===== src/mrhr_pkg.sv =====
`timescale 1ns / 1ps
// Shared types and constants for the median heart rate estimator.
// Used by mrhr_ctrl, mrhr_datapath and median_rr_heart_rate.
package mrhr_pkg;

  localparam int unsigned WINDOW_DEPTH = 5;
  localparam int unsigned MIN_HELD     = 3;

  localparam int unsigned RR_W    = 16;
  localparam int unsigned STAMP_W = 32;
  localparam int unsigned HR_W    = 20;

  localparam int unsigned SLOT_W = $clog2(WINDOW_DEPTH);
  localparam int unsigned CNT_W  = $clog2(WINDOW_DEPTH + 1);

  // One quotient bit per divide step.
  localparam int unsigned DIV_STEPS = HR_W;
  localparam int unsigned DIV_CNT_W = $clog2(DIV_STEPS);

  localparam logic [HR_W-1:0] RATE_NUM_Q4 = HR_W'(960000);

  typedef enum logic [3:0] {
    S_IDLE = 4'b0001,
    S_SEL  = 4'b0010,
    S_DIV  = 4'b0100,
    S_OUT  = 4'b1000
  } state_e;

  typedef struct packed {
    logic load;       // accept request, update ring when item is usable
    logic sel_step;   // test one ring entry as median candidate
    logic div_start;  // init divider
    logic div_step;   // one restoring divide step
    logic out_load;   // move result into output register
  } cmd_t;

  typedef struct packed {
    logic item_ok;    // current request carries a usable interval
    logic enough;     // window will hold at least MIN_HELD after the write
    logic sel_hit;    // candidate sits at the median position
    logic div_last;   // final divide step
    logic out_free;   // output register can take a result this cycle
  } status_t;

endpackage


===== src/mrhr_ctrl.sv =====
`timescale 1ns / 1ps
// Sequencer for the median heart rate estimator: accept, select, divide, output.
// Depends on mrhr_pkg; drives mrhr_datapath through cmd_t / status_t.
module mrhr_ctrl (
  input  logic              clk_i,
  input  logic              rst_ni,
  input  logic              in_valid_i,
  input  mrhr_pkg::status_t status_i,
  output mrhr_pkg::cmd_t    cmd_o,
  output logic              in_stall_o
);
  import mrhr_pkg::*;

  state_e state_q, state_d;

  always_ff @(posedge clk_i or negedge rst_ni) begin
    if (!rst_ni) begin
      state_q <= S_IDLE;
    end else begin
      state_q <= state_d;
    end
  end

  always_comb begin
    state_d = state_q;
    cmd_o   = '0;
    case (state_q)
      S_IDLE: begin
        if (in_valid_i) begin
          cmd_o.load = 1'b1;
          if (status_i.item_ok && status_i.enough) begin
            state_d = S_SEL;
          end
        end
      end
      S_SEL: begin
        cmd_o.sel_step = 1'b1;
        if (status_i.sel_hit) begin
          cmd_o.div_start = 1'b1;
          state_d = S_DIV;
        end
      end
      S_DIV: begin
        cmd_o.div_step = 1'b1;
        if (status_i.div_last) begin
          state_d = S_OUT;
        end
      end
      S_OUT: begin
        if (status_i.out_free) begin
          cmd_o.out_load = 1'b1;
          state_d = S_IDLE;
        end
      end
      default: begin
        state_d = S_IDLE;
      end
    endcase
  end

  assign in_stall_o = (state_q != S_IDLE);

endmodule


===== src/mrhr_datapath.sv =====
`timescale 1ns / 1ps
// Interval ring, rank-based median select, serial divider and output register.
// Depends on mrhr_pkg; sequenced by mrhr_ctrl.
module mrhr_datapath (
  input  logic                               clk_i,
  input  logic                               rst_ni,
  input  mrhr_pkg::cmd_t                     cmd_i,
  output mrhr_pkg::status_t                  status_o,
  input  logic [mrhr_pkg::RR_W-1:0]          rr_interval_ms_i,
  input  logic                               interval_in_range_i,
  input  logic [mrhr_pkg::STAMP_W-1:0]       beat_time_ms_i,
  input  logic                               out_stall_i,
  output logic                               out_valid_o,
  output logic [mrhr_pkg::HR_W-1:0]          heart_rate_q4_o,
  output logic [mrhr_pkg::RR_W-1:0]          median_interval_ms_o,
  output logic [mrhr_pkg::STAMP_W-1:0]       estimate_time_ms_o
);
  import mrhr_pkg::*;

  logic [RR_W-1:0]      ring_q [WINDOW_DEPTH];
  logic [CNT_W-1:0]     fill_q;
  logic [SLOT_W-1:0]    slot_q;
  logic [STAMP_W-1:0]   stamp_q;
  logic [SLOT_W-1:0]    sel_idx_q;
  logic [RR_W-1:0]      med_q;
  logic [RR_W-1:0]      rem_q;
  logic [HR_W-1:0]      quo_q;
  logic [DIV_CNT_W-1:0] div_cnt_q;
  logic                 out_valid_q;
  logic [HR_W-1:0]      out_hr_q;
  logic [RR_W-1:0]      out_med_q;
  logic [STAMP_W-1:0]   out_stamp_q;

  logic               item_ok;
  logic               do_write;
  logic [RR_W-1:0]    cand;
  logic [CNT_W-1:0]   pos;
  logic               sel_hit;
  logic [RR_W:0]      div_trial;
  logic               div_ge;

  assign item_ok  = interval_in_range_i && (rr_interval_ms_i != '0);
  assign do_write = cmd_i.load && item_ok;

  // Sorted position of the candidate: entries below it plus equal entries
  // at lower slots, so equal values get distinct positions.
  assign cand = ring_q[sel_idx_q];
  always_comb begin
    pos = '0;
    for (int j = 0; j < WINDOW_DEPTH; j++) begin
      if (CNT_W'(j) < fill_q) begin
        if (ring_q[j] < cand) begin
          pos = pos + CNT_W'(1);
        end else if ((ring_q[j] == cand) && (SLOT_W'(j) < sel_idx_q)) begin
          pos = pos + CNT_W'(1);
        end
      end
    end
  end
  assign sel_hit = (pos == (fill_q >> 1));

  assign div_trial = {rem_q, quo_q[HR_W-1]};
  assign div_ge    = (div_trial >= {1'b0, med_q});

  assign status_o.item_ok  = item_ok;
  assign status_o.enough   = (fill_q >= CNT_W'(MIN_HELD - 1));
  assign status_o.sel_hit  = sel_hit;
  assign status_o.div_last = (div_cnt_q == DIV_CNT_W'(DIV_STEPS - 1));
  assign status_o.out_free = !out_valid_q || !out_stall_i;

  always_ff @(posedge clk_i) begin
    if (do_write) begin
      ring_q[slot_q] <= rr_interval_ms_i;
      stamp_q        <= beat_time_ms_i;
    end
    if (cmd_i.sel_step && sel_hit) begin
      med_q <= cand;
    end
    if (cmd_i.div_start) begin
      quo_q <= RATE_NUM_Q4;
      rem_q <= '0;
    end else if (cmd_i.div_step) begin
      quo_q <= {quo_q[HR_W-2:0], div_ge};
      rem_q <= div_ge ? RR_W'(div_trial - {1'b0, med_q}) : div_trial[RR_W-1:0];
    end
    if (cmd_i.out_load) begin
      out_hr_q    <= quo_q;
      out_med_q   <= med_q;
      out_stamp_q <= stamp_q;
    end
  end

  always_ff @(posedge clk_i or negedge rst_ni) begin
    if (!rst_ni) begin
      fill_q      <= '0;
      slot_q      <= '0;
      sel_idx_q   <= '0;
      div_cnt_q   <= '0;
      out_valid_q <= 1'b0;
    end else begin
      if (do_write) begin
        slot_q <= (slot_q == SLOT_W'(WINDOW_DEPTH - 1)) ? '0 : slot_q + SLOT_W'(1);
        if (fill_q != CNT_W'(WINDOW_DEPTH)) begin
          fill_q <= fill_q + CNT_W'(1);
        end
      end
      if (cmd_i.load) begin
        sel_idx_q <= '0;
      end else if (cmd_i.sel_step) begin
        sel_idx_q <= sel_idx_q + SLOT_W'(1);
      end
      if (cmd_i.div_start) begin
        div_cnt_q <= '0;
      end else if (cmd_i.div_step) begin
        div_cnt_q <= div_cnt_q + DIV_CNT_W'(1);
      end
      if (cmd_i.out_load) begin
        out_valid_q <= 1'b1;
      end else if (!out_stall_i) begin
        out_valid_q <= 1'b0;
      end
    end
  end

  assign out_valid_o          = out_valid_q;
  assign heart_rate_q4_o      = out_hr_q;
  assign median_interval_ms_o = out_med_q;
  assign estimate_time_ms_o   = out_stamp_q;

endmodule


===== src/median_rr_heart_rate.sv =====
`timescale 1ns / 1ps
// Running median heart rate estimator, top level.
// Input channel: in_valid_i / in_stall_o with the interval, its in-range flag
// and the beat timestamp. A request is taken when valid is high and stall low.
// An interval that is flagged out of range or is zero is dropped.
// A usable interval goes into a ring of the last five; once three or more are
// held, the median (upper median for four) is picked and 960000 / median is
// computed, giving beats per minute with 4 fraction bits, truncated.
// After an accept, the median position search tests one ring entry per cycle
// until it finds the entry at the median position; the restoring divider then
// forms the 20-bit quotient one bit per cycle, and the output load moves the
// result into the output register. The input stalls from accept until that
// load, so the next request can be taken while the result still waits in the
// output register.
// Output channel: out_valid_o / out_stall_i; while the receiver stalls the
// result holds, and a finished next result waits until the register frees.
// Reset (rst_ni low, asynchronous) empties the window and the output register.
module median_rr_heart_rate (
  input  logic                         clk_i,
  input  logic                         rst_ni,
  input  logic                         in_valid_i,
  output logic                         in_stall_o,
  input  logic [mrhr_pkg::RR_W-1:0]    rr_interval_ms_i,
  input  logic                         interval_in_range_i,
  input  logic [mrhr_pkg::STAMP_W-1:0] beat_time_ms_i,
  output logic                         out_valid_o,
  input  logic                         out_stall_i,
  output logic [mrhr_pkg::HR_W-1:0]    heart_rate_q4_o,
  output logic [mrhr_pkg::RR_W-1:0]    median_interval_ms_o,
  output logic [mrhr_pkg::STAMP_W-1:0] estimate_time_ms_o
);
  import mrhr_pkg::*;

  cmd_t    cmd;
  status_t status;

  mrhr_ctrl u_ctrl (
    .clk_i      (clk_i),
    .rst_ni     (rst_ni),
    .in_valid_i (in_valid_i),
    .status_i   (status),
    .cmd_o      (cmd),
    .in_stall_o (in_stall_o)
  );

  mrhr_datapath u_datapath (
    .clk_i                (clk_i),
    .rst_ni               (rst_ni),
    .cmd_i                (cmd),
    .status_o             (status),
    .rr_interval_ms_i     (rr_interval_ms_i),
    .interval_in_range_i  (interval_in_range_i),
    .beat_time_ms_i       (beat_time_ms_i),
    .out_stall_i          (out_stall_i),
    .out_valid_o          (out_valid_o),
    .heart_rate_q4_o      (heart_rate_q4_o),
    .median_interval_ms_o (median_interval_ms_o),
    .estimate_time_ms_o   (estimate_time_ms_o)
  );

endmodule


===== config.mk =====
export PLATFORM = sky130hd
export DESIGN_NAME = median_rr_heart_rate
export DESIGN_NICKNAME = d
export VERILOG_FILES = /design/src/mrhr_pkg.sv /design/src/mrhr_ctrl.sv /design/src/mrhr_datapath.sv /design/src/median_rr_heart_rate.sv
export SDC_FILE = /design/constraint.sdc
export NUM_CORES = 1
export LEC_CHECK = 0
export BUFFER_PORTS_ARGS = -buffer_cell sky130_fd_sc_hd__buf_2
export CORE_UTILIZATION = 45
export DETAILED_ROUTE_END_ITERATION = 8
export GPL_ROUTABILITY_DRIVEN = 0
export PLACE_DENSITY = 0.64
export SLEW_MARGIN = 20
export SYNTH_ARGS = -nofsm -noshare
export SYNTH_HDL_FRONTEND = slang
export SYNTH_HIERARCHICAL = 1
export SYNTH_SLANG_ARGS = --single-unit

===== constraint.sdc =====
create_clock -name clk_i -period 22.1 [get_ports clk_i]
set_input_delay 2.21 -clock clk_i [delete_from_list [all_inputs] [get_ports clk_i]]
set_output_delay 2.21 -clock clk_i [all_outputs]
set_load 0.01 [all_outputs]

After elaboration in Yosys (flattened, before gate mapping)
Memories as Yosys holds them, arrays and structs flattened.
Index checks and enable logic that the tools add are counted.
- magnitude comparators: 17
- reduce and logical (&&, ||, !) cells: 17
- mux-type cells: 38
- eq/ne operators: 20
- add/subtract/negate cells: 9
- operators with widths (cell ; count):
    $eq A16 B16 Y1 ; 5
    $lt A16 B16 Y1 ; 5
    $mux W3 ; 17
    $add A3 B1 Y3 const B ; 7
    $mux W4 ; 5
    $ge A17 B16 Y1 ; 1
    $mux W16 ; 1
    $pmux W4 S4 ; 1
    $reduce_bool A16 Y1 ; 1
    $sub A16 B16 Y16 ; 1
    $lt A1 B3 Y1 const A ; 4
    $lt A2 B3 Y1 const A ; 4
    $mux W1 ; 11
    $mux W5 ; 2
    $logic_and A1 B1 Y1 ; 9
    $lt A3 B3 Y1 const A ; 2
    $ne A2 B1 Y1 const B ; 3
    $ne A2 B2 Y1 const B ; 3
    $add A5 B1 Y5 const B ; 1
    $eq A5 B5 Y1 const B ; 1
    $reduce_and A5 Y1 ; 1
    $eq A4 B1 Y1 const B ; 1
    $eq A4 B2 Y1 const B ; 1
    $eq A4 B3 Y1 const B ; 1
    other kinds (11) ; 13
- output and inout port bits: 70
- bits in registers: 171
- input port bits: 53
- memories kept: 1
- word-level logic and storage cells: 115
- memory bits (writable): 80
- memory list (name ; words ; width ; rd ports ; clocked after Yosys merged registers in ; write ports ; line ; text):
    u_datapath.ring_q ; 5 ; 16 ; 6 ; 0 ; 1 ; mrhr_datapath.sv:20 ; logic [RR_W-1:0] ring_q [WINDOW_DEPTH];

Logic depth before layout (Yosys ltp)
An unclocked memory read counts as a cell.
- depth after elaboration: 27
- gate-level depth with buffers: 34
- mapped depth without buffers: 30

By module
Netlist, hierarchy kept.
- by module, submodules not included (module ; seq. area each (um^2) ; times used ; cells each ; area each (um^2)):
    mrhr_datapath ; 8423.1 ; 1 ; 971 ; 13799.5
    mrhr_ctrl ; 101.3 ; 1 ; 26 ; 250.2

Worst setup path before layout
OpenSTA, ideal clock, no wires.
- path type: input to register
- from: input port out_stall_i
- to: register u_datapath.out_stamp_q[0] (netlist: u_datapath/estimate_time_ms_o[0]), enable pin
- stages: 2
- path slack: 12045 ps
- data required time: 21412 ps
- path buffers: 0
- data arrival time: 9367 ps
- library setup time: 688 ps
- cells stage by stage: nand2_1 > nor4b_1
- RTL lines (element ; line ; text):
    start, declared ; median_rr_heart_rate.sv:27 ; input logic out_stall_i,
    end signal, assigned ; mrhr_datapath.sv:89 ; out_stamp_q <= stamp_q;
    end, declared ; mrhr_datapath.sv:32 ; logic [STAMP_W-1:0] out_stamp_q;

==> impl_metrics.tcl <==
set metrics [dict create \
    leakagePower_nw 6.11 \
    ff2ff_setup_slack_ns 14.35 \
    cts_setup_buffers 0 \
    run_status "finished, final reports clean" \
    ys_seq_area_frac 0.607 \
    synth-simple-area-share 0.0895 \
    reg2reg_to "u_datapath/rem_q[11]" \
    routedWlPerCell_um 19.7 \
    ant_nets 0 \
    seq_area_um2 8530 \
    path_clk_slew_ns 0.06 \
    synthXorXnorAreaFrac 0.0122 \
    cp-end-kind "flip-flop" \
    ys.flop_type "edfxtp_1" \
    grt.overflow.total 0 \
    cts.path.max_buffers 3 \
    cts-root-buf "clkbuf_16" \
    insertion_delay_ns 0.56 \
    dp_hpwl_um 21900 \
    synth_mux_area_frac 0.0769 \
    grt_max_degree 61 \
    critPathSlowestCell "mux4_2" \
    syn_area_um2 14000 \
    critPathLaunchType "flip-flop" \
    skew_ns 0.0133 \
    critPathTopFamily "compound AO/OA/AOI/OAI gates" \
    p_per_area_nw_per_um2 98.2 \
    hp-start "u_datapath/stamp_q[31]" \
    htree_num_levels 1 \
    min_path_type "flip-flop to flip-flop" \
    synth_fa_ha_area_frac 0.0958 \
    drive_gt1_frac 0.219 \
    finalPower_mw 1.59 \
    top_usage_layer "met2" \
    worstSetupPathType "flip-flop to flip-flop" \
    synth_seq_cells 299 \
    multi_input_area_um2 5210 \
    syn_area_per_cell_um2 14.1 \
    viasPerCell 5.54 \
    dieWidth_um 179 \
    syn_inst 997 \
    synth_edf_count 244 \
    finalHoldViolCount 0 \
    syn2layout_area_growth_pct 15.6 \
    max_stage_delay_ns 0.58 \
    vias 8637 \
    fin_crit_sh 0.351 \
    fp-row-count 64 \
    maxCapViolCount 0 \
    fmax_mhz 129 \
    cp_num_buf_inv 3 \
    grt_util_met2 0.336 \
    diodes 0 \
    ios 123 \
    nNetsFinal 1298 \
    routed_wl_um 30700 \
    cts_tree "yes" \
    min_path_cells 0 \
    use_met1 0.258 \
    fp.coreArea_um2 30700 \
    critical_path.max_fanout 37 \
    fillers 2626 \
    crit_arrival_ns 8.20 \
    hold-path-endpoint "u_datapath/estimate_time_ms_o[31]" \
    period_minus_slack_ns 7.75 \
    dieArea_um2 31900 \
    antenna_found_initial 0 \
    setup_tns_ns 0 \
    hold_buffers 0 \
    grtUsageTotal 0.195 \
    reg2reg_from "u_datapath/sel_idx_q[0]" \
    drt-initial-drc-count 652 \
    setup_viol 0 \
    numCtsBuffers 30 \
    rsz0062_at_grt "no" \
    drc_errors 0 \
    initial_core_util 0.458 \
    drv_slew 0 \
    post_cts_resized 0 \
    synth_compound_area_frac 0.0905 \
    yosys.cell_types.count 82 \
    worstPathRequired_ns 22.55 \
    grt_pass1_vias 8477 \
    grtUsageMet3 0.0282 \
    synth_top_family_by_area "adder cells" \
    syn-num-nets 1157 \
    io_buffer_count 122 \
    tightest_slew_ns 0.824 \
    yosys_warnings 6 \
    grt_pass1_wl_um 47400 \
    reg2reg_depth 30 \
    cts_sinks 299 \
    async_reset_ff_frac 0.0635 \
    relSlewSlack 0.445 \
    vdd_ir_drop_max_mv 0.0638 \
    die_y_um 179 \
    dr.pass1.iters 5 \
]
-- cell families (layout without fill, tap and decap cells) --
kind of cell    count (synthesis)  count (layout)
buf+inv                        93             258
fa+ha+maj                     107             107
flops                         299             299
mux                            68              68
xor+xnor                       18              18
compound gates                178             178
simple gates                  234             234
-- metrics by stage --
step           hold WS, ns   util  setup WS (ns)  std cells  cell area [um2]
2_1_floorplan        0.400      -          12.05        997            14000
3_3_place_gp         0.401  0.495          14.57       1496            15200
3_5_place_dp         0.405  0.496          14.40       1499            15200
4_1_cts              0.418  0.528          14.36       1555            16200
5_1_grt              0.424  0.529          13.72       1558            16200
6_report             0.416  0.529          14.35       1558            16200
-- flip-flops by register name, summed over array words and instances, names as in the netlist, 5 cells and up --
name                             cells
u_datapath/quo_q                    20
u_datapath/med_q                    16
u_datapath/median_interval_ms_o     16
u_datapath/div_cnt_q                 5
u_datapath/rem_q                    16
u_datapath/ring_q                  128
u_datapath/estimate_time_ms_o       32
u_datapath/heart_rate_q4_o          20
u_datapath/stamp_q                  32
-- power breakdown --
group	switching, mW	internal, mW	leakage (nW)
Clock	0.207	0.292	0.469
Combinational	0.225	0.169	2.88
Sequential	0.0393	0.662	2.76
Total	0.472	1.12	6.11
-- how the worst max path moves through the flow --
| stage | slack (ns) | end | from | cells past startpoint |
|---|---|---|---|---|
| finish | 14.35 | u_datapath/rem_q[11] | u_datapath/sel_idx_q[0] | 30 |
| global route | 13.72 | u_datapath/rem_q[11] | u_datapath/sel_idx_q[0] | 30 |
| CTS | 14.36 | u_datapath/rem_q[11] | u_datapath/sel_idx_q[0] | 30 |
| detailed placement | 14.40 | u_datapath/rem_q[11] | u_datapath/sel_idx_q[0] | 30 |
| global placement | 14.57 | u_datapath/rem_q[11] | u_datapath/sel_idx_q[0] | 30 |
| floorplan | 12.05 | u_datapath/estimate_time_ms_o[0] | out_stall_i | 2 |
-- cell usage after synthesis (5+ instances only) --
master,n,area share
xnor2_1,10,0.0062
nor3_1,17,0.0061
a211o_1,6,0.0037
dfrtp_1,18,0.032
and4_1,5,0.0031
inv_1,59,0.016
clkbuf_1,15,0.0040
xor2_1,7,0.0044
nand3_1,24,0.0085
nand2_1,47,0.013
nor4_1,8,0.0036
buf_1,7,0.0019
a21oi_1,35,0.012
a211oi_1,11,0.0059
edfxtp_1,244,0.52
mux2i_1,36,0.026
and3_1,11,0.0049
o211ai_1,6,0.0032
nand4_1,18,0.0080
ha_1,106,0.094
dfxtp_1,36,0.051
mux4_2,32,0.051
nor2_1,59,0.016
o21ai_0,33,0.012
nor2b_1,8,0.0036
a21o_1,14,0.0075
nor3b_1,9,0.0048
o21ai_1,7,0.0025
o21a_1,7,0.0037
a311oi_1,13,0.0081
-- routing by layer --
metal / vias to the layer above / wire, um
li1: 4167 / -
met1: 4220 / 13300
met2: 209 / 15300
met3: 41 / 1480
met4: 0 / 668
met5: - / 0
-- cell type report --
cell class,count,area share
multi-input combinational,605,0.321
tap,396,0.0305
sequential,299,0.525
timing repair buffer,142,0.0492
clock inverter,15,0.0103
clock buffer,41,0.0500
inverter,60,0.0139
-- layout by cell type (no fill, tap or decap), drive strengths merged, types with 5 or more instances in the layout --
master,synthesis,final
a211o,6,6
a211oi,15,15
a21o,15,15
a21oi,36,36
a311oi,14,14
a31oi,5,5
and3,11,11
and4,7,7
buf,18,142
clkbuf,15,41
clkinv,1,10
dfrtp,18,18
dfxtp,36,36
edfxtp,244,244
ha,106,106
inv,59,60
mux2i,36,36
mux4,32,32
nand2,48,48
nand3,25,25
nand4,19,19
nor2,60,60
nor2b,8,8
nor3,17,17
nor3b,10,10
nor4,11,11
o211ai,6,6
o21a,7,7
o21ai,40,40
xnor2,10,10
xor2,7,7
No activity file was read; power rests on OpenSTA's default activity.
